`config.mk`:
```
export PLATFORM = sky130hd
export DESIGN_NAME = wait_for_graph_deadlock_detector_core_flat
export DESIGN_NICKNAME = d
export VERILOG_FILES = /design/src/hdl/wfg_pkg.sv /design/src/hdl/wfg_if.sv /design/src/hdl/wfg_dp.sv /design/src/hdl/wfg_ctrl.sv /design/src/hdl/wait_for_graph_deadlock_detector_core.sv /design/src/flat_wrapper.sv
export SDC_FILE = /design/constraint.sdc
export NUM_CORES = 1
export LEC_CHECK = 0
export ABC_AREA = 1
export BUFFER_PORTS_ARGS = -buffer_cell sky130_fd_sc_hd__buf_2
export CORE_UTILIZATION = 50
export DETAILED_ROUTE_END_ITERATION = 7
export GPL_TIMING_DRIVEN = 0
export PLACE_DENSITY_LB_ADDON = 0.15
export RECOVER_POWER = 50
export SKIP_CTS_REPAIR_TIMING = 1
export SLEW_MARGIN = 20
export SYNTH_ARGS = -nofsm -noshare
export SYNTH_HDL_FRONTEND = slang
export SYNTH_SLANG_ARGS = --single-unit
```
`constraint.sdc`:
```
create_clock -name i_clk -period 2.75 [get_ports i_clk]
set_input_delay 0.55 -clock i_clk [delete_from_list [all_inputs] [get_ports i_clk]]
set_output_delay 0.55 -clock i_clk [all_outputs]
set_load 0.03 [all_outputs]
```
`src/hdl/wfg_pkg.sv`:
```
// Package for the wait-for-graph deadlock detector.
// Holds field widths, operation, status and result codes, and the control structs.
// No dependencies.
`timescale 1ns / 1ps

package wfg_pkg;

    localparam int DEF_AGENTS = 8;
    localparam int AGENT_W    = 3;
    localparam int STATUS_W   = 2;
    localparam int BLK_W      = 8;
    localparam int KIND_W     = 2;

    localparam logic OP_LOAD  = 1'b0;
    localparam logic OP_QUERY = 1'b1;

    localparam logic [STATUS_W-1:0] ST_OTHER = 2'd0;
    localparam logic [STATUS_W-1:0] ST_WAIT  = 2'd1;
    localparam logic [STATUS_W-1:0] ST_STOP  = 2'd2;

    localparam logic [KIND_W-1:0] KIND_NONE    = 2'd0;
    localparam logic [KIND_W-1:0] KIND_CYCLE   = 2'd1;
    localparam logic [KIND_W-1:0] KIND_STOPPED = 2'd2;

    typedef enum logic [1:0] {
        S_IDLE,
        S_CLOSE,
        S_FINISH
    } t_state;

    typedef struct packed {
        logic load;
        logic capture;
        logic step;
        logic finish;
    } t_cmd;

    typedef struct packed {
        logic out_busy;
    } t_stat;

endpackage

```
`src/hdl/wfg_if.sv`:
```
// Valid/ready channel interfaces for the deadlock detector input and result items.
// Depends on wfg_pkg for the field widths.
`timescale 1ns / 1ps

interface wfg_in_if import wfg_pkg::*; ();
    logic                valid;
    logic                ready;
    logic                op;
    logic [AGENT_W-1:0]  agent;
    logic [STATUS_W-1:0] status;
    logic                yield_parked;
    logic [BLK_W-1:0]    blocker_bits;

    modport source(output valid, op, agent, status, yield_parked, blocker_bits,
                   input ready);
    modport sink(input valid, op, agent, status, yield_parked, blocker_bits,
                 output ready);
endinterface

interface wfg_out_if import wfg_pkg::*; ();
    logic               valid;
    logic               ready;
    logic [KIND_W-1:0]  kind;
    logic [BLK_W-1:0]   member_mask;
    logic [AGENT_W-1:0] victim;
    logic               victim_valid;

    modport source(output valid, kind, member_mask, victim, victim_valid,
                   input ready);
    modport sink(input valid, kind, member_mask, victim, victim_valid,
                 output ready);
endinterface

```
`src/hdl/wfg_dp.sv`:
```
// Datapath: agent register file, frontier registers for the reachability search,
// result selection and the output register. Depends on wfg_pkg.
`timescale 1ns / 1ps

module wfg_dp import wfg_pkg::*; #(
    parameter int AGENTS = DEF_AGENTS
) (
    input  logic                i_clk,
    input  logic                i_rst_n,
    input  logic                i_cfg_we,
    input  logic                i_cfg_wdata,
    input  t_cmd                i_cmd,
    output t_stat               o_stat,
    input  logic [AGENT_W-1:0]  i_agent,
    input  logic [STATUS_W-1:0] i_status,
    input  logic                i_yield_parked,
    input  logic [BLK_W-1:0]    i_blocker_bits,
    input  logic                i_out_ready,
    output logic                o_out_valid,
    output logic [KIND_W-1:0]   o_kind,
    output logic [BLK_W-1:0]    o_member_mask,
    output logic [AGENT_W-1:0]  o_victim,
    output logic                o_victim_valid
);

    localparam int IW = $clog2(AGENTS);

    logic                r_manual_stop_blocks;
    logic [STATUS_W-1:0] r_status   [AGENTS];
    logic                r_parked   [AGENTS];
    logic [BLK_W-1:0]    r_blockers [AGENTS];

    logic [AGENTS-1:0] r_fwd, n_fwd;
    logic [AGENTS-1:0] r_bwd, n_bwd;
    logic [IW-1:0]     r_idx;
    logic              r_in_range;

    logic              r_out_valid;
    logic [KIND_W-1:0] r_kind;
    logic [BLK_W-1:0]  r_member_mask;
    logic [AGENT_W-1:0] r_victim;
    logic              r_victim_valid;

    logic [IW-1:0]     w_idx;
    logic              w_in_range;
    logic [AGENTS-1:0] w_idx_bit;
    logic [AGENTS-1:0] w_wait;
    logic [AGENTS-1:0] w_stop;
    logic [AGENTS-1:0] w_adj [AGENTS];
    logic [AGENTS-1:0] w_self [AGENTS];
    logic [AGENTS+BLK_W-1:0] w_wide [AGENTS];

    logic [AGENTS-1:0]       w_sb;
    logic                    w_start_ok;
    logic [AGENTS-1:0]       w_cycle;
    logic [AGENTS+BLK_W-1:0] w_start_wide;
    logic [AGENTS-1:0]       w_blk;
    logic                    w_is_cycle;
    logic                    w_is_stop;
    logic [AGENTS-1:0]       w_members;
    logic [AGENTS-1:0]       w_vsrc;
    logic [IW-1:0]           w_first;
    logic [KIND_W-1:0]       w_kind;
    logic [AGENTS+BLK_W-1:0] w_members_wide;
    logic [IW+AGENT_W-1:0]   w_victim_wide;

    assign w_idx      = IW'(i_agent);
    assign w_in_range = int'(i_agent) < AGENTS;

    always_comb begin
        w_idx_bit        = '0;
        w_idx_bit[w_idx] = 1'b1;
        w_sb             = '0;
        w_sb[r_idx]      = 1'b1;
    end

    always_comb begin
        for (int i = 0; i < AGENTS; i++) begin
            w_wait[i]    = r_status[i] == ST_WAIT;
            w_stop[i]    = (r_status[i] == ST_STOP) && (r_manual_stop_blocks || r_parked[i]);
            w_wide[i]    = {{AGENTS{1'b0}}, r_blockers[i]};
            w_self[i]    = '0;
            w_self[i][i] = 1'b1;
        end
        for (int i = 0; i < AGENTS; i++) begin
            w_adj[i] = w_wait[i] ? (w_wide[i][AGENTS-1:0] & w_wait & ~w_self[i]) : '0;
        end
    end

    always_comb begin
        n_fwd = r_fwd;
        for (int i = 0; i < AGENTS; i++) begin
            if (r_fwd[i]) begin
                n_fwd = n_fwd | w_adj[i];
            end
            n_bwd[i] = r_bwd[i] | (|(w_adj[i] & r_bwd));
        end
    end

    always_comb begin
        w_start_ok   = r_in_range && w_wait[r_idx];
        w_cycle      = r_fwd & r_bwd & w_wait;
        w_start_wide = {{AGENTS{1'b0}}, r_blockers[r_idx]};
        w_blk        = w_start_wide[AGENTS-1:0] & w_stop;
        w_is_cycle   = w_start_ok && ((w_cycle & ~w_sb) != '0);
        w_is_stop    = w_start_ok && !w_is_cycle && (w_blk != '0);
        priority if (w_is_cycle) begin
            w_kind    = KIND_CYCLE;
            w_members = w_cycle;
            w_vsrc    = w_cycle;
        end else if (w_is_stop) begin
            w_kind    = KIND_STOPPED;
            w_members = w_blk | w_sb;
            w_vsrc    = w_blk;
        end else begin
            w_kind    = KIND_NONE;
            w_members = '0;
            w_vsrc    = '0;
        end
        w_first = '0;
        for (int i = AGENTS - 1; i >= 0; i--) begin
            if (w_vsrc[i]) begin
                w_first = IW'(i);
            end
        end
        w_members_wide = {{BLK_W{1'b0}}, w_members};
        w_victim_wide  = {{AGENT_W{1'b0}}, w_first};
    end

    always_ff @(posedge i_clk) begin
        if (!i_rst_n) begin
            r_manual_stop_blocks <= 1'b1;
            for (int i = 0; i < AGENTS; i++) begin
                r_status[i]   <= ST_OTHER;
                r_parked[i]   <= 1'b0;
                r_blockers[i] <= '0;
            end
        end else begin
            if (i_cfg_we) begin
                r_manual_stop_blocks <= i_cfg_wdata;
            end
            if (i_cmd.load && w_in_range) begin
                r_status[w_idx]   <= i_status;
                r_parked[w_idx]   <= i_yield_parked;
                r_blockers[w_idx] <= i_blocker_bits;
            end
        end
    end

    always_ff @(posedge i_clk) begin
        if (i_cmd.capture) begin
            r_idx      <= w_idx;
            r_in_range <= w_in_range;
            r_fwd      <= w_idx_bit;
            r_bwd      <= w_idx_bit;
        end else if (i_cmd.step) begin
            r_fwd <= n_fwd;
            r_bwd <= n_bwd;
        end
    end

    always_ff @(posedge i_clk) begin
        if (!i_rst_n) begin
            r_out_valid <= 1'b0;
        end else if (i_cmd.finish) begin
            r_out_valid <= 1'b1;
        end else if (i_out_ready) begin
            r_out_valid <= 1'b0;
        end
    end

    always_ff @(posedge i_clk) begin
        if (i_cmd.finish) begin
            r_kind         <= w_kind;
            r_member_mask  <= w_members_wide[BLK_W-1:0];
            r_victim       <= (w_kind != KIND_NONE) ? w_victim_wide[AGENT_W-1:0] : '0;
            r_victim_valid <= w_kind != KIND_NONE;
        end
    end

    assign o_stat.out_busy = r_out_valid && !i_out_ready;
    assign o_out_valid     = r_out_valid;
    assign o_kind          = r_kind;
    assign o_member_mask   = r_member_mask;
    assign o_victim        = r_victim;
    assign o_victim_valid  = r_victim_valid;

    property p_vvalid_matches_kind;
        @(posedge i_clk) disable iff (!i_rst_n)
        r_out_valid |-> (r_victim_valid == (r_kind != KIND_NONE));
    endproperty
    a_vvalid_matches_kind: assert property (p_vvalid_matches_kind)
        else $error("Victim valid disagrees with the result kind.");

    property p_frontier_grows;
        @(posedge i_clk) disable iff (!i_rst_n)
        $past(i_cmd.step) && !$past(i_cmd.capture) |->
            ((r_fwd & $past(r_fwd)) == $past(r_fwd));
    endproperty
    a_frontier_grows: assert property (p_frontier_grows)
        else $error("Forward reach set lost a member during the search.");

endmodule

```
`src/hdl/wfg_ctrl.sv`:
```
// Controller: state machine and step counter that sequence loads and queries.
// Drives datapath commands and the input ready. Depends on wfg_pkg.
`timescale 1ns / 1ps

module wfg_ctrl import wfg_pkg::*; #(
    parameter int AGENTS = DEF_AGENTS
) (
    input  logic  i_clk,
    input  logic  i_rst_n,
    input  logic  i_in_valid,
    input  logic  i_op,
    input  t_stat i_stat,
    output logic  o_in_ready,
    output t_cmd  o_cmd
);

    localparam int CW = $clog2(AGENTS);

    t_state          r_state, n_state;
    logic [CW-1:0]   r_cnt;

    always_comb begin
        n_state = r_state;
        unique case (r_state)
            S_IDLE: begin
                if (i_in_valid && (i_op == OP_QUERY)) begin
                    n_state = S_CLOSE;
                end
            end
            S_CLOSE: begin
                if (r_cnt == '0) begin
                    n_state = S_FINISH;
                end
            end
            S_FINISH: begin
                if (!i_stat.out_busy) begin
                    n_state = S_IDLE;
                end
            end
            default: begin
                n_state = S_IDLE;
            end
        endcase
    end

    always_comb begin
        o_in_ready = 1'b0;
        o_cmd      = '0;
        unique case (r_state)
            S_IDLE: begin
                o_in_ready    = 1'b1;
                o_cmd.load    = i_in_valid && (i_op == OP_LOAD);
                o_cmd.capture = i_in_valid && (i_op == OP_QUERY);
            end
            S_CLOSE: begin
                o_cmd.step = 1'b1;
            end
            S_FINISH: begin
                o_cmd.finish = !i_stat.out_busy;
            end
            default: begin
                o_cmd = '0;
            end
        endcase
    end

    always_ff @(posedge i_clk) begin
        if (!i_rst_n) begin
            r_state <= S_IDLE;
            r_cnt   <= '0;
        end else begin
            r_state <= n_state;
            if (o_cmd.capture) begin
                r_cnt <= CW'(AGENTS - 2);
            end else if (o_cmd.step && (r_cnt != '0)) begin
                r_cnt <= r_cnt - 1'b1;
            end
        end
    end

    property p_finish_needs_room;
        @(posedge i_clk) disable iff (!i_rst_n)
        o_cmd.finish |-> !i_stat.out_busy;
    endproperty
    a_finish_needs_room: assert property (p_finish_needs_room)
        else $error("Result written while the output register is still held.");

    property p_query_starts_search;
        @(posedge i_clk) disable iff (!i_rst_n)
        o_cmd.capture |=> (r_state == S_CLOSE) && (r_cnt == CW'(AGENTS - 2));
    endproperty
    a_query_starts_search: assert property (p_query_starts_search)
        else $error("Accepted query did not start the search.");

    property p_no_accept_while_busy;
        @(posedge i_clk) disable iff (!i_rst_n)
        (r_state != S_IDLE) |-> !o_in_ready && !o_cmd.load && !o_cmd.capture;
    endproperty
    a_no_accept_while_busy: assert property (p_no_accept_while_busy)
        else $error("Input transaction taken while a query is in progress.");

endmodule

```
`src/hdl/wait_for_graph_deadlock_detector_core.sv`:
```
// Top level of the wait-for-graph deadlock detector: controller plus datapath.
// Depends on wfg_pkg, wfg_if, wfg_ctrl and wfg_dp.
//
//   Port      Direction  Kind               Contents
//   i_in      in         valid/ready        op, agent, status, yield_parked, blocker_bits
//   o_out     out        valid/ready        kind, member_mask, victim, victim_valid
//   i_cfg_*   in         write enable/data  manual_stop_blocks
//
// A load transaction is taken while the controller is idle and gives no result.
// A query is captured, runs AGENTS - 1 reachability steps, then forms the result once the output
// register is free; the step count is set by AGENTS, not by the wait-for graph.
// Reset is synchronous and clears all agent slots; no clearing pass is needed.
// A held result does not stop loads or the next query until that query's result is ready.
`timescale 1ns / 1ps

module wait_for_graph_deadlock_detector_core import wfg_pkg::*; #(
    parameter int AGENTS = DEF_AGENTS
) (
    input  logic      i_clk,
    input  logic      i_rst_n,
    input  logic      i_cfg_we,
    input  logic      i_cfg_wdata,
    wfg_in_if.sink    i_in,
    wfg_out_if.source o_out
);

    t_cmd  w_cmd;
    t_stat w_stat;

    wfg_ctrl #(
        .AGENTS (AGENTS)
    ) u_ctrl (
        .i_clk      (i_clk),
        .i_rst_n    (i_rst_n),
        .i_in_valid (i_in.valid),
        .i_op       (i_in.op),
        .i_stat     (w_stat),
        .o_in_ready (i_in.ready),
        .o_cmd      (w_cmd)
    );

    wfg_dp #(
        .AGENTS (AGENTS)
    ) u_dp (
        .i_clk          (i_clk),
        .i_rst_n        (i_rst_n),
        .i_cfg_we       (i_cfg_we),
        .i_cfg_wdata    (i_cfg_wdata),
        .i_cmd          (w_cmd),
        .o_stat         (w_stat),
        .i_agent        (i_in.agent),
        .i_status       (i_in.status),
        .i_yield_parked (i_in.yield_parked),
        .i_blocker_bits (i_in.blocker_bits),
        .i_out_ready    (o_out.ready),
        .o_out_valid    (o_out.valid),
        .o_kind         (o_out.kind),
        .o_member_mask  (o_out.member_mask),
        .o_victim       (o_out.victim),
        .o_victim_valid (o_out.victim_valid)
    );

endmodule
```
`src/flat_wrapper.sv`:
```
// flat-port wrapper written by rule: the top's interface ports become plain ports
module wait_for_graph_deadlock_detector_core_flat import wfg_pkg::*;
#(
    parameter int AGENTS = DEF_AGENTS
)
  (i_clk, i_rst_n, i_cfg_we, i_cfg_wdata, i_in_valid, i_in_op, i_in_agent, i_in_status, i_in_yield_parked, i_in_blocker_bits, i_in_ready, o_out_valid, o_out_kind, o_out_member_mask, o_out_victim, o_out_victim_valid, o_out_ready);
  wfg_in_if i_in_i ();
  wfg_out_if o_out_i ();
  input  logic i_clk;
  input  logic i_rst_n;
  input  logic i_cfg_we;
  input  logic i_cfg_wdata;
  input wire logic [$bits(i_in_i.valid)-1:0] i_in_valid;
  input wire logic [$bits(i_in_i.op)-1:0] i_in_op;
  input wire logic [$bits(i_in_i.agent)-1:0] i_in_agent;
  input wire logic [$bits(i_in_i.status)-1:0] i_in_status;
  input wire logic [$bits(i_in_i.yield_parked)-1:0] i_in_yield_parked;
  input wire logic [$bits(i_in_i.blocker_bits)-1:0] i_in_blocker_bits;
  output wire logic [$bits(i_in_i.ready)-1:0] i_in_ready;
  output wire logic [$bits(o_out_i.valid)-1:0] o_out_valid;
  output wire logic [$bits(o_out_i.kind)-1:0] o_out_kind;
  output wire logic [$bits(o_out_i.member_mask)-1:0] o_out_member_mask;
  output wire logic [$bits(o_out_i.victim)-1:0] o_out_victim;
  output wire logic [$bits(o_out_i.victim_valid)-1:0] o_out_victim_valid;
  input wire logic [$bits(o_out_i.ready)-1:0] o_out_ready;
  assign i_in_i.valid = i_in_valid;
  assign i_in_i.op = i_in_op;
  assign i_in_i.agent = i_in_agent;
  assign i_in_i.status = i_in_status;
  assign i_in_i.yield_parked = i_in_yield_parked;
  assign i_in_i.blocker_bits = i_in_blocker_bits;
  assign i_in_ready = i_in_i.ready;
  assign o_out_valid = o_out_i.valid;
  assign o_out_kind = o_out_i.kind;
  assign o_out_member_mask = o_out_i.member_mask;
  assign o_out_victim = o_out_i.victim;
  assign o_out_victim_valid = o_out_i.victim_valid;
  assign o_out_i.ready = o_out_ready;
  wait_for_graph_deadlock_detector_core #(.AGENTS(AGENTS)) u_core (.i_clk(i_clk), .i_rst_n(i_rst_n), .i_cfg_we(i_cfg_we), .i_cfg_wdata(i_cfg_wdata), .i_in(i_in_i), .o_out(o_out_i));
endmodule
```
======== After elaboration in Yosys (flattened, before gate mapping) ========
Memories as Yosys holds them, arrays and structs flattened. A register that Yosys moved wholly into a read port is not among the register bits.
Index checks and enable logic that the tools add are counted.
word-level totals
  register bits after elaboration ......... 40
  logic and storage cells ................. 202
  memory bits (writable) .................. 88
  memories kept ........................... 3
  bits in read-only memories .............. 0
  bits in latches ......................... 0
memories
  name                    words  width  rd ports  clocked after Yosys merged registers in  wr ports  line          text
  u_core.u_dp.r_blockers  8      8      9         1                                        8         wfg_dp.sv:31  logic [BLK_W-1:0] r_blockers [AGENTS];
  u_core.u_dp.r_status    8      2      8         0                                        8         wfg_dp.sv:29  logic [STATUS_W-1:0] r_status [AGENTS];
  u_core.u_dp.r_parked    8      1      8         0                                        8         wfg_dp.sv:30  logic r_parked [AGENTS];
operators by class
  order comparisons ....................... 4
  reductions and logical operators ........ 53
  equal/unequal tests ..................... 21
  divide/modulo/power cells ............... 0
  multiplexer cells ....................... 65
  shift-type cells ........................ 0
  bitwise gates (word level) .............. 41
  multipliers ............................. 0
  $add $sub $neg .......................... 1
operator list
  cell                number
  $mux 8              24
  $and 8x8->8         18
  $reduce_or 8->1     9
  $or 8x8->8          8
  $mux 3              10
  $eq 2x1->1 const B  9
  $eq 2x2->1 const B  9
  $mux 2              9
  $logic_and 1x1->1   17
  $mux 1              17
  $reduce_bool 8->1   2
  $and 7x8->8         1
  $logic_or 1x1->1    8
  $lt 3x4->1 const B  2
  $not 8->8           1
  $or 1x1->1          8
  $or 8x7->8          1
  $reduce_bool 2->1   4
  $and 7x7->7         1
  $mux 7              1
  $demux 1 s3         2
  $ge 3x1->1 const B  2
  $ne 2x2->1 const B  3
  $pmux 2 s3          1
  other kinds (12)    18

======== Longest topological paths before layout ========
Gate-level depths: netlist (run 1).
An unclocked memory read counts as a cell.
  depth in word-level cells ............... 22
  mapped depth ............................ 20

======== Modules after synthesis ========
Synthesis (run 1) repeated with hierarchy kept, for this count alone.
second synthesis, totals
  cell total of the unflattened synthesis .. 836
  area total of the unflattened synthesis .. 7,085.5 um^2
by module, submodules not included
  module    seq. area each (um^2)  instances  cells each  area each (um^2)
  wfg_dp    3,653.5                1          794         6,790.3
  wfg_ctrl  100.1                  1          42          295.3

======== Worst setup path before layout (run 1) ========
OpenSTA, ideal clock, no wires.
  path kind ............................... register to register
  start ................................... reg u_core.u_ctrl.r_state[0]
  end ..................................... reg u_core.u_dp.r_bwd[0] (enable)
  cell stages (with the launch flop) ...... 5
  slack ................................... 0.658 ns
  period minus slack after synthesis ...... 2.092 ns
  buffers on the path ..................... 1
  data required time ...................... 2.378 ns
  arrival time ............................ 1.721 ns
  path through ............................ dfxtp_1 nor2_1 nand3_1 clkbuf_1 nand2_1
between the ends
  word-level cells in the longest chain between the ends .. 3
ends and longest elaborated chain
  item                                                  line            text
  start, declared                                       wfg_ctrl.sv:19  t_state r_state, n_state;
  start signal, assigned                                wfg_ctrl.sv:72  r_state <= n_state;
  $eq 2x1->1 / $logic_not 2->1 (equally long branches)  wfg_ctrl.sv:49  unique case (r_state)
  $mux 1 / $mux 2 (equally long branches)               wfg_ctrl.sv:49
  $reduce_bool 2->1 (no source line) *                  n/a
  end signal, assigned                                  wfg_dp.sv:155   r_bwd <= w_idx_bit;
  end signal, assigned                                  wfg_dp.sv:158   r_bwd <= n_bwd;
  end, declared                                         wfg_dp.sv:34    logic [AGENTS-1:0] r_bwd, n_bwd;
Every way passes the cells marked *; elsewhere a longest branch is shown, timed or not.
A chain may end at the register's enable or synchronous reset.

==> results by group, run 1 <==
Outcome
  • Status: complete, no violations

Worst setup path
  • Crit-path cells: nand2_1 -> clkinv_1 -> nand2_1 -> nor2_1 -> a21oi_1 -> o21ai_0 -> a21oi_1 -> o221ai_1 -> o21ai_0 -> nand2_1
  • CP top delay family: compound AO/OA/AOI/OAI gates
  • FF-to-FF Start: u_core.u_dp.r_status[4][0]$_SDFFCE_PN0P_
  • Crit Path Class: register to register
  • Crit Reg-Reg Endpoint: u_core.u_dp.r_fwd[4]$_DFFE_PP_
  • Reg2reg path depth: 10
  • Crit-path max FO: 10
  • Levels on crit path: 10
  • CP dominant cell by count: nand2_1
  • CP Launch Type: register
  • Crit path capture: u_core.u_dp.r_fwd[4]$_DFFE_PP_
  • Worst EP arrival: around 2.8 ns
  • CP startpoint: u_core.u_dp.r_status[4][0]$_SDFFCE_PN0P_
  • CP peak stage delay: 0.41 ns
  • Slowest cell on the critical path: edfxtp_1
  • Worst R2R Setup Slack: approximately 0.17 ns
  • Required time worst endpoint: between 2 and 3 ns
  • CP bufs+invs: 1
  • Crit. End Element: register

Timing
  • RSZ-0062 raised after global routing: false
  • Slew Limit Fails: 0
  • Tightest Pin Transition: 0.768 ns
  • Period utilization: 0.939
  • Fmax: 387 MHz
  • Worst setup margin: ~0.17 ns
  • Skew final: between 0.01 and 0.015 ns
  • Sum Neg Setup Slack: 0 ns
  • Final hold vios: 0
  • Final Critical Period: 2.58 ns
  • Max-slew headroom: 0.486
  • Final setup vio count: 0

Global route
  • GRT Util Overall: 0.352
  • First-pass GRT wire length: approximately 37000 um
  • Vias in the first global route: 6162
  • Antenna violations before repair: 1
  • Pin count of the biggest net entering global routing: 17
  • Total gr overflow: 0

Routing
  • Avg WL per Cell: 22.2 um
  • Drt via density: about 6
  • First drt pass iteration count: 5
  • Final wirelength: 24400 um
  • Routed Antenna Nets: 0
  • DRT iter0 DRCs: 933
  • DRC: 0
  • Vias: 6565

Floorplan
  • Die height: roughly 120 um
  • Rows: 43
  • Io pins: 37
  • Full die area: about 15000 um^2
  • Initial Utilization: 0.510
  • Core box area: 13800 um^2
  • Die W: about 120 um

Yosys
  • Synth Cell Area: 7060 um^2
  • Synthesized area per cell: 8.30 um^2
  • Synth Instances: 850
  • Yosys reg bits: 131
  • Syn Nets: 873
  • Yosys warnings: 0
  • Post-synthesis sequential area ratio: 0.532
  • Synth unique cells: 39

Placed design
  • Placed Cells: 1067
  • Port bufs: 36
  • DP Worst Slack: 0.331 ns
  • Hpwl dp: 18900 um
  • Gp weighted congestion: 1.04

Power and ir drop
  • Peak supply drop: 0.432 mV
  • P per Cell Area: 634 nW/um^2
  • Leakage: 3.29 nW

Cells and area
  • Syn-to-layout area delta: 13.3%
  • # nets final: 929
  • Filler Cell Count: 1285
  • Diode count: 0
  • Layout cells sized above 1: 0.0860
  • Post-Layout Cell Count: 1099

Clock tree
  • CTS clk-pin slew, worst paths: around 0.060 ns
  • Clk sink count: 131
  • Root buffer cell: clkbuf_16
  • Clk buf depth: 2
  • CTS tree: done
  • Clk_lat worst skew: 0.44 ns
  • Num CTS Buffers: 17
  • H-tree depth: 4

Hold path
  • Hold WC Path Type: primary input to register

Flow run
  • Maxcap violations: 0
==> final cells by class <==
cell class / count / area, um^2 / area share
multi-input cells: 589 / 2750 / 0.344
flip-flops and latches: 131 / 3750 / 0.469
clock inverters: 13 / 113 / 0.0141
well taps: 180 / 225 / 0.0282
inverters: 94 / 360 / 0.0451
plain buffers: 36 / 196 / 0.0246
clock buffers: 19 / 443 / 0.0554
repair buffers: 37 / 159 / 0.0199
==> how the worst min path moves through the flow <==
stage | from | end | cells after the start
finish | i_cfg_we | u_core.u_dp.r_manual_stop_blocks$_SDFFE_PN1P_ | 2
global route | i_cfg_we | u_core.u_dp.r_manual_stop_blocks$_SDFFE_PN1P_ | 2
CTS | i_cfg_we | u_core.u_dp.r_manual_stop_blocks$_SDFFE_PN1P_ | 2
detailed placement | u_core.u_ctrl.r_cnt[0]$_SDFFE_PP0P_ | u_core.u_ctrl.r_cnt[0]$_SDFFE_PP0P_ | 1
global placement | u_core.u_ctrl.r_cnt[0]$_SDFFE_PP0P_ | u_core.u_ctrl.r_cnt[0]$_SDFFE_PP0P_ | 1
floorplan | u_core.u_ctrl.r_cnt[0]$_SDFFE_PP0P_ | u_core.u_ctrl.r_cnt[0]$_SDFFE_PP0P_ | 1
==> registers in the layout, summed over array words and instances, names as in the netlist, named ones only <==
signal / count
u_core.u_dp.r_idx: 3
u_core.u_dp.r_manual_stop_blocks: 1
u_core.u_dp.r_parked: 8
u_core.u_dp.r_fwd: 8
u_core.u_ctrl.r_cnt: 3
u_core.u_dp.o_kind: 2
u_core.u_dp.o_member_mask: 8
u_core.u_dp.o_victim_valid: 1
u_core.u_dp.o_victim: 3
u_core.u_dp.o_out_valid: 1
u_core.u_ctrl.r_state: 2
u_core.u_dp.r_bwd: 8
u_core.u_dp.r_blockers: 64
u_core.u_dp.r_status: 16
==> cells in the mapped netlist <==
cell type  number  share of area
o221ai_1        7         0.0087
a221oi_1        5         0.0062
a31oi_1         5         0.0044
edfxtp_1      113           0.48
nand4_1        10         0.0089
clkbuf_1       21          0.011
inv_2           3         0.0016
o21a_1          1         0.0011
a21oi_1        22          0.016
buf_4           2         0.0021
nand3_1       108          0.077
ha_1            2         0.0035
nor4_1          3         0.0027
o211ai_1        5         0.0053
or2_0           1        0.00089
or2_1           1        0.00089
o21bai_1        1         0.0011
o2111ai_1       4         0.0050
nand2_2         6         0.0053
inv_4           3         0.0027
buf_6           6         0.0096
nor2_1        142          0.076
a22o_1          3         0.0037
nand3b_1        1         0.0011
a32o_1          6         0.0085
clkinv_1        1        0.00053
o211ai_2        1         0.0018
o21ai_0        46          0.033
a32oi_1         2         0.0025
dfxtp_1        18          0.051
o22ai_1         2         0.0018
inv_1          87          0.046
nand2_4         1         0.0016
nor2_2          3         0.0027
buf_2           7         0.0050
nor3_1         16          0.011
nand2_1       182          0.097
o22a_1          1         0.0012
a22oi_1         2         0.0021
==> stage by stage <==
step	util	hold WS, ns	power [mW]	area [um^2]
final	0.578	0.312	5.07	8000
after global routing	0.578	0.325	5.20	8000
after detailed placement	0.541	0.454	2.93	7480
after global placement	0.540	0.447	2.93	7460
after floorplan	-	0.430	2.71	7060
after CTS	0.581	0.302	5.06	8030
==> power breakdown <==
| part | switching, mW | internal, mW | total, mW |
|---|---|---|---|
| sequential | 0.0739 | 2.26 | 2.33 |
| clock | 0.959 | 1.20 | 2.16 |
| combinational | 0.428 | 0.153 | 0.580 |
==> routing by layer <==
layer,vias to the layer above,track usage,wire length (um)
met2,415,0.547,11000
met3,74,0.0755,2280
met1,3068,0.459,9910
li1,3006,-,-
met5,-,0,13
met4,2,0.193,1180
==> worst register-to-register path, cell delays in order, from the launching register on <==
cell,delay (ns)
edfxtp_1,0.41
nand2_1,0.33
clkinv_1,0.40
nand2_1,0.14
nor2_1,0.07
a21oi_1,0.13
o21ai_0,0.10
a21oi_1,0.19
o221ai_1,0.14
o21ai_0,0.29
nand2_1,0.11
==> cells by family (layout without fill, tap and decap cells) <==
group           count (synthesis)  count (layout)  synth area share
compound gates                113             113             0.102
buf+inv                       130             199            0.0789
flops                         131             131             0.532
simple gates                  474             474             0.284
fa+ha+maj                       2               2           0.00354
==> cell usage in the layout (no fill, tap or decap), drive strengths merged <==
cell type | netlist | layout
o221ai | 7 | 7
nor4 | 3 | 3
inv | 93 | 101
clkbuf | 21 | 61
buf | 15 | 31
nor3 | 16 | 16
o22ai | 2 | 2
clkinv | 1 | 3
nor2 | 145 | 145
nand3 | 108 | 108
o21bai | 1 | 1
nand3b | 1 | 1
nand2 | 189 | 189
nand4 | 10 | 10
a221oi | 5 | 5
clkinvlp | 0 | 3
a22o | 3 | 3
o2111ai | 4 | 4
a32oi | 2 | 2
edfxtp | 113 | 113
dfxtp | 18 | 18
a31oi | 5 | 5
or2 | 2 | 2
a32o | 6 | 6
a21oi | 22 | 22
ha | 2 | 2
o21a | 1 | 1
a22oi | 2 | 2
o21ai | 46 | 46
o22a | 1 | 1
o211ai | 6 | 6
(Power assumes the default switching activity.)
==> run 2: changes to the inputs <==
Settings changed: BUFFER_PORTS_ARGS -buffer_cell sky130_fd_sc_hd__buf_2 to -buffer_cell sky130_fd_sc_hd__buf_4, CELL_PAD_IN_SITES_DETAIL_PLACEMENT set to 0, CELL_PAD_IN_SITES_GLOBAL_PLACEMENT set to 2, CORE_UTILIZATION 50 to 38.
==> results by group, run 2 (synthesis gave the netlist of run 1 again) <==
Outcome
  • Status: finished with violations
  • Failing checks: design-rule violations

Worst setup path
  • Crit-path max FO: 10
  • CP dominant cell by count: nand2_1
  • Crit. End Element: register
  • Crit-path cells: nand2_1 -> clkinv_1 -> nand2_1 -> nor2_1 -> a21oi_1 -> o21ai_0 -> a21oi_1 -> o221ai_1 -> o21ai_0 -> nand2_1
  • CP Launch Type: register
  • Crit Path Class: register to register
  • Worst EP arrival: 2.67 ns
  • CP peak stage delay: 0.41 ns
  • Slowest cell on the critical path: clkinv_1
  • Required time worst endpoint: roughly 2.9 ns

Timing
  • Final Critical Period: 2.50 ns
  • Min Hold Slack: 0.318 ns
  • Tightest Pin Transition: 0.939 ns
  • Fmax: 400 MHz
  • Max-slew headroom: 0.369
  • Sum Neg Setup Slack: 0 ns
  • Period utilization: 0.908
  • Slew Limit Fails: 0
  • Skew final: 0.0175 ns
  • Final setup vio count: 0
  • Final hold vios: 0
  • RSZ-0062 raised after global routing: false

Routing
  • Drt via density: 5.64
  • Vias: 6473
  • Avg WL per Cell: 23.3 um
  • Routed Antenna Nets: 0
  • DRT iter0 DRCs: 874
  • Final wirelength: about 27000 um
  • DRC: 6
  • First drt pass iteration count: 8

Cells and area
  • # nets final: 929
  • Most frequent cells in the layout: nand2_1, nor2_1, edfxtp_1
  • Layout cells sized above 1: 0.0881
  • Syn-to-layout area delta: 15.4%
  • Filler Cell Count: 1799
  • Fin util: 0.450
  • Commonest non-fill, non-tap cell in the layout: nand2_1
  • Max reg flops: 64
  • Most flop-heavy register: u_core.u_dp.r_blockers
  • Top flop regs: u_core.u_dp.r_blockers (64), u_core.u_dp.r_status (16)
  • Diode count: 0
  • Post-Layout Cell Count: about 1100

Power and ir drop
  • Peak supply drop: 0.465 mV
  • Sequential power share: 0.442
  • P_sw: 1.49 mW
  • Leakage: ~3.3 nW
  • P per Cell Area: 646 nW/um^2
  • Int Power: 3.78 mW
  • Logic pwr share: 0.114
  • Switching share of power: 0.282
  • Clock network fraction of design power: 0.443

Clock tree
  • Clk buf depth: 2
  • Num CTS Buffers: 17
  • Root buffer cell: clkbuf_16
  • Clk_lat worst skew: 0.43 ns
  • Clk sink count: 131
  • CTS clk-pin slew, worst paths: around 0.060 ns
  • H-tree depth: 4
  • CTS tree: done

Placed design
  • Port bufs: 36
  • Gp weighted congestion: 1.00
  • Placed Cells: 1116
  • Hpwl dp: 20900 um

Global route
  • Total gr overflow: 0
  • GRT Util Overall: 0.286
  • Pin count of the biggest net entering global routing: 17
  • Antenna violations before repair: 0
  • Vias in the first global route: 5989
  • First-pass GRT wire length: 39200 um

Floorplan
  • Initial Utilization: 0.390
  • Rows: 49
  • Full die area: ~19000 um^2
  • Die height: roughly 140 um
  • Core box area: 18100 um^2
  • Die W: 138 um
  • Io pins: 37

Flow run
  • Maxcap violations: 0

Hold path
  • Hold WC Path Type: primary input to register
run 2: cell types whose count changed in the layout (fill, tap and decap cells not counted):
cell and delta:
nand2_1 -1, clkbuf_8 -1, buf_2 -16, nand2_2 +1, clkinvlp_4 +1, buf_4 +16, inv_6 -1, nor2_1 -1
clkinv_4 -2, nor2_2 +1, inv_8 +1, bufinv_16 +2
run 2: power by group through the flow:
stage                     sequential, mW  combinational (mW)  clock (mW)
after floorplan                     2.34               0.371           0
after global placement              2.37               0.597           0
after detailed placement            2.37               0.597           0
after CTS                           2.33               0.599        2.35
after global routing                2.34               0.652        2.43
final                               2.33               0.601        2.33
run 2: layout make-up:
type                    instances  area (um^2)  share of cell area
flip-flops and latches        131         3750               0.461
plain buffers                  36          196              0.0241
clock buffers                  18          429              0.0527
inverters                      94          360              0.0443
well taps                     229          287              0.0352
repair buffers                 37          199              0.0244
multi-input cells             589         2750               0.338
clock inverters                14          165              0.0203
run 2: final timing paths:
check | end | start | cells past startpoint | slack, ns
min | u_core.u_dp.r_manual_stop_blocks$_SDFFE_PN1P_ | i_cfg_we | 2 | 0.32
max reg2reg | u_core.u_dp.r_fwd[4]$_DFFE_PP_ | u_core.u_dp.r_status[4][0]$_SDFFCE_PN0P_ | 10 | 0.25
min reg2reg | u_core.u_dp.r_parked[3]$_DFF_P_ | u_core.u_dp.r_parked[3]$_DFF_P_ | 2 | 0.49
max | u_core.u_dp.r_fwd[4]$_DFFE_PP_ | u_core.u_dp.r_status[4][0]$_SDFFCE_PN0P_ | 10 | 0.25
run 2: critical path, delay by kind of cell (launching register included):
| family | cells | cell delay (ns) |
|---|---|---|
| flip-flops | 1 | 0.38 |
| buffers and inverters | 1 | 0.41 |
| AND/OR/NAND/NOR | 4 | 0.61 |
| AO/OA/AOI/OAI | 5 | 0.83 |
run 2: metal layers:
metal,share of wire,routed length (um),vias to the layer above,global-route usage
met5,0,0,-,0
met4,0.040,1070,0,0.144
met3,0.064,1720,52,0.0471
met2,0.44,11800,329,0.435
met1,0.45,12200,3087,0.395
li1,-,-,3005,-
run 2: per-stage QoR:
| stage | area (um^2) | power, mW | setup slack, ns |
|---|---|---|---|
| 6_report | 8140 | 5.26 | 0.252 |
| 5_1_grt | 8140 | 5.42 | 0.0295 |
| 3_3_place_gp | 7610 | 2.96 | 0.0164 |
| 4_1_cts | 8220 | 5.27 | 0.193 |
| 2_1_floorplan | 7060 | 2.71 | 0.658 |
| 3_5_place_dp | 7630 | 2.96 | 0.219 |
==> run 3: changes to the inputs <==
Clock period 2.75 ns to 2.4 ns, I/O delays scaled along.
==> results by group, run 3 (synthesis gave the netlist of run 1 again) <==
Hold path
  • Worst hold path depth: 2
  • Hold path start: i_cfg_we
  • Hold WC Path Type: primary input to register
  • Worst hold path endpoint: u_core.u_dp.r_manual_stop_blocks$_SDFFE_PN1P_

Cells and area
  • Syn-to-layout area delta: 22.6%
  • Fin area: about 8700 um^2
  • Commonest non-fill, non-tap cell in the layout: nand2_1
  • # nets final: roughly 950
  • Most flop-heavy register: u_core.u_dp.r_blockers
  • Diode count: 0
  • Post-Layout Cell Count: 1164
  • Top flop regs: u_core.u_dp.r_blockers (64), u_core.u_dp.r_status (16)
  • Most frequent cells in the layout: nand2_1, nor2_1, edfxtp_1
  • Fin util: 0.479
  • Layout cells sized above 1: 0.165
  • Max reg flops: 64

Power and ir drop
  • Int Power: 4.39 mW
  • Peak supply drop: 0.537 mV
  • Leakage: 3.50 nW
  • Logic pwr share: 0.130
  • P_sw: 1.75 mW
  • Sequential power share: 0.435
  • Clock network fraction of design power: 0.435
  • Switching share of power: 0.285
  • P per Cell Area: ~710 nW/um^2
  • Total power: 6.13 mW

Clock tree
  • Clk buf depth: 2
  • Num CTS Buffers: 17
  • Root buffer cell: clkbuf_16
  • H-tree depth: 4
  • Clk_lat worst skew: 0.43 ns
  • CTS clk-pin slew, worst paths: 0.07 ns
  • CTS tree: done
  • Clk sink count: 131

Global route
  • First-pass GRT wire length: 39200 um
  • Antenna violations before repair: 0
  • Total gr overflow: 0
  • GRT Util Overall: 0.286
  • Vias in the first global route: 5989
  • Pin count of the biggest net entering global routing: 17

Flow run
  • Maxcap violations: 0

Routing
  • Avg WL per Cell: 23.4 um
  • Final wirelength: 27200 um
  • Vias: 6586
  • DRC: 6
  • Routed Antenna Nets: 0
  • Drt via density: 5.66
  • First drt pass iteration count: 7
  • DRT iter0 DRCs: 805

Placed design
  • Post-placement cell area: about 7600 um^2
  • Gp weighted congestion: 1.00
  • Port bufs: 36
  • Placed Cells: 1116
  • Hpwl dp: between 20000 and 25000 um

Timing
  • Final hold vios: 0
  • Tightest Pin Transition: just under 1 ns
  • RSZ-0062 raised after global routing: true
  • Final setup vio count: 0
  • Sum Neg Setup Slack: 0 ns
  • Skew final: 0.0144 ns
  • Slew Limit Fails: 0
  • Max-slew headroom: 0.333
  • Final Critical Period: 2.28 ns
  • Period utilization: 0.951
  • Fmax: about 440 MHz

Worst setup path
  • Crit Path Class: register to register
  • CP Launch Type: register
  • Crit Reg-Reg Endpoint: u_core.u_dp.r_bwd[7]$_DFFE_PP_
  • Required time worst endpoint: 2.57 ns
  • Crit. End Element: register
  • Slowest cell on the critical path: edfxtp_1
  • FF-to-FF Start: u_core.u_dp.r_status[6][0]$_SDFFCE_PN0P_
  • Crit-path cells: nand2_2 -> inv_1 -> clkbuf_1 -> nand3_1 -> nor2_1 -> a221oi_1 -> nand4_1 -> o21ai_0 -> nand2_1
  • Worst R2R Setup Slack: 0.12 ns
  • CP peak stage delay: 0.40 ns
  • Reg2reg path depth: 9
  • Crit-path max FO: 10
  • Worst EP arrival: 2.46 ns

Floorplan
  • Io pins: 37
  • Die W: 138 um
  • Core box area: 18100 um^2
  • Initial Utilization: 0.390
  • Full die area: roughly 19000 um^2
  • Rows: 49
  • Die height: ~140 um

Outcome
  • Failing checks: design-rule violations
  • Status: finished with violations
-- run 3: power by group through the flow --
stage / sequential [mW] / clock [mW] / combinational [mW]
after floorplan: 2.68 / 0 / 0.425
after global placement: 2.71 / 0 / 0.685
after detailed placement: 2.71 / 0 / 0.684
after CTS: 2.66 / 2.69 / 0.686
after global routing: 2.67 / 2.79 / 0.859
final: 2.67 / 2.67 / 0.798
-- run 3: layout make-up --
| type | instances | area, um^2 |
|---|---|---|
| Clock buffer | 18 | 429 |
| Inverter | 94 | 382 |
| Tap cell | 229 | 287 |
| Fill cell | 1766 | 9430 |
| Sequential cell | 131 | 3750 |
| Buffer | 36 | 240 |
| Clock inverter | 14 | 165 |
| Multi-Input combinational cell | 589 | 3020 |
| Timing Repair Buffer | 53 | 375 |
-- run 3: routing by layer --
| layer | wire length (um) | track usage |
|---|---|---|
| met3 | 1760 | 0.0471 |
| met4 | 1140 | 0.144 |
| met2 | 12100 | 0.435 |
| met1 | 12200 | 0.395 |
| met5 | 0 | 0 |
-- run 3: worst max-delay path by stage --
stage	startpoint	endpoint	slack, ns	depth (start not counted)
after floorplan	u_core.u_ctrl.r_state[0]$_SDFFE_PN0P_	u_core.u_dp.r_bwd[0]$_DFFE_PP_	0.31	4
after global routing	u_core.u_dp.r_status[1][1]$_SDFFCE_PN0P_	u_core.u_dp.o_victim[0]$_SDFFCE_PP0P_	-0.04	17
final	u_core.u_dp.r_status[6][0]$_SDFFCE_PN0P_	u_core.u_dp.r_bwd[7]$_DFFE_PP_	0.12	9
after detailed placement	u_core.u_dp.r_status[5][0]$_SDFFCE_PN0P_	u_core.u_dp.o_victim[0]$_SDFFCE_PP0P_	-0.13	15
after global placement	o_out_ready	u_core.u_dp.o_kind[1]$_DFFE_PP_	-0.26	3
after CTS	u_core.u_dp.r_status[5][0]$_SDFFCE_PN0P_	u_core.u_dp.o_victim[0]$_SDFFCE_PP0P_	-0.16	15
-- run 3: worst max-delay path, delay by kind of cell (launching register included) --
| family | cells | cell delay, ns |
|---|---|---|
| and+or+nand+nor | 5 | 0.75 |
| DFF | 1 | 0.40 |
| buffers and inverters | 2 | 0.42 |
| AOI/OAI and AO/OA | 2 | 0.43 |
-- run 3: stage by stage --
step	hold WS (ns)	setup WS (ns)
4_1_cts	0.237	-0.157
2_1_floorplan	0.430	0.308
6_report	0.247	0.119
3_5_place_dp	0.474	-0.131
3_3_place_gp	0.445	-0.264
5_1_grt	0.260	-0.0406
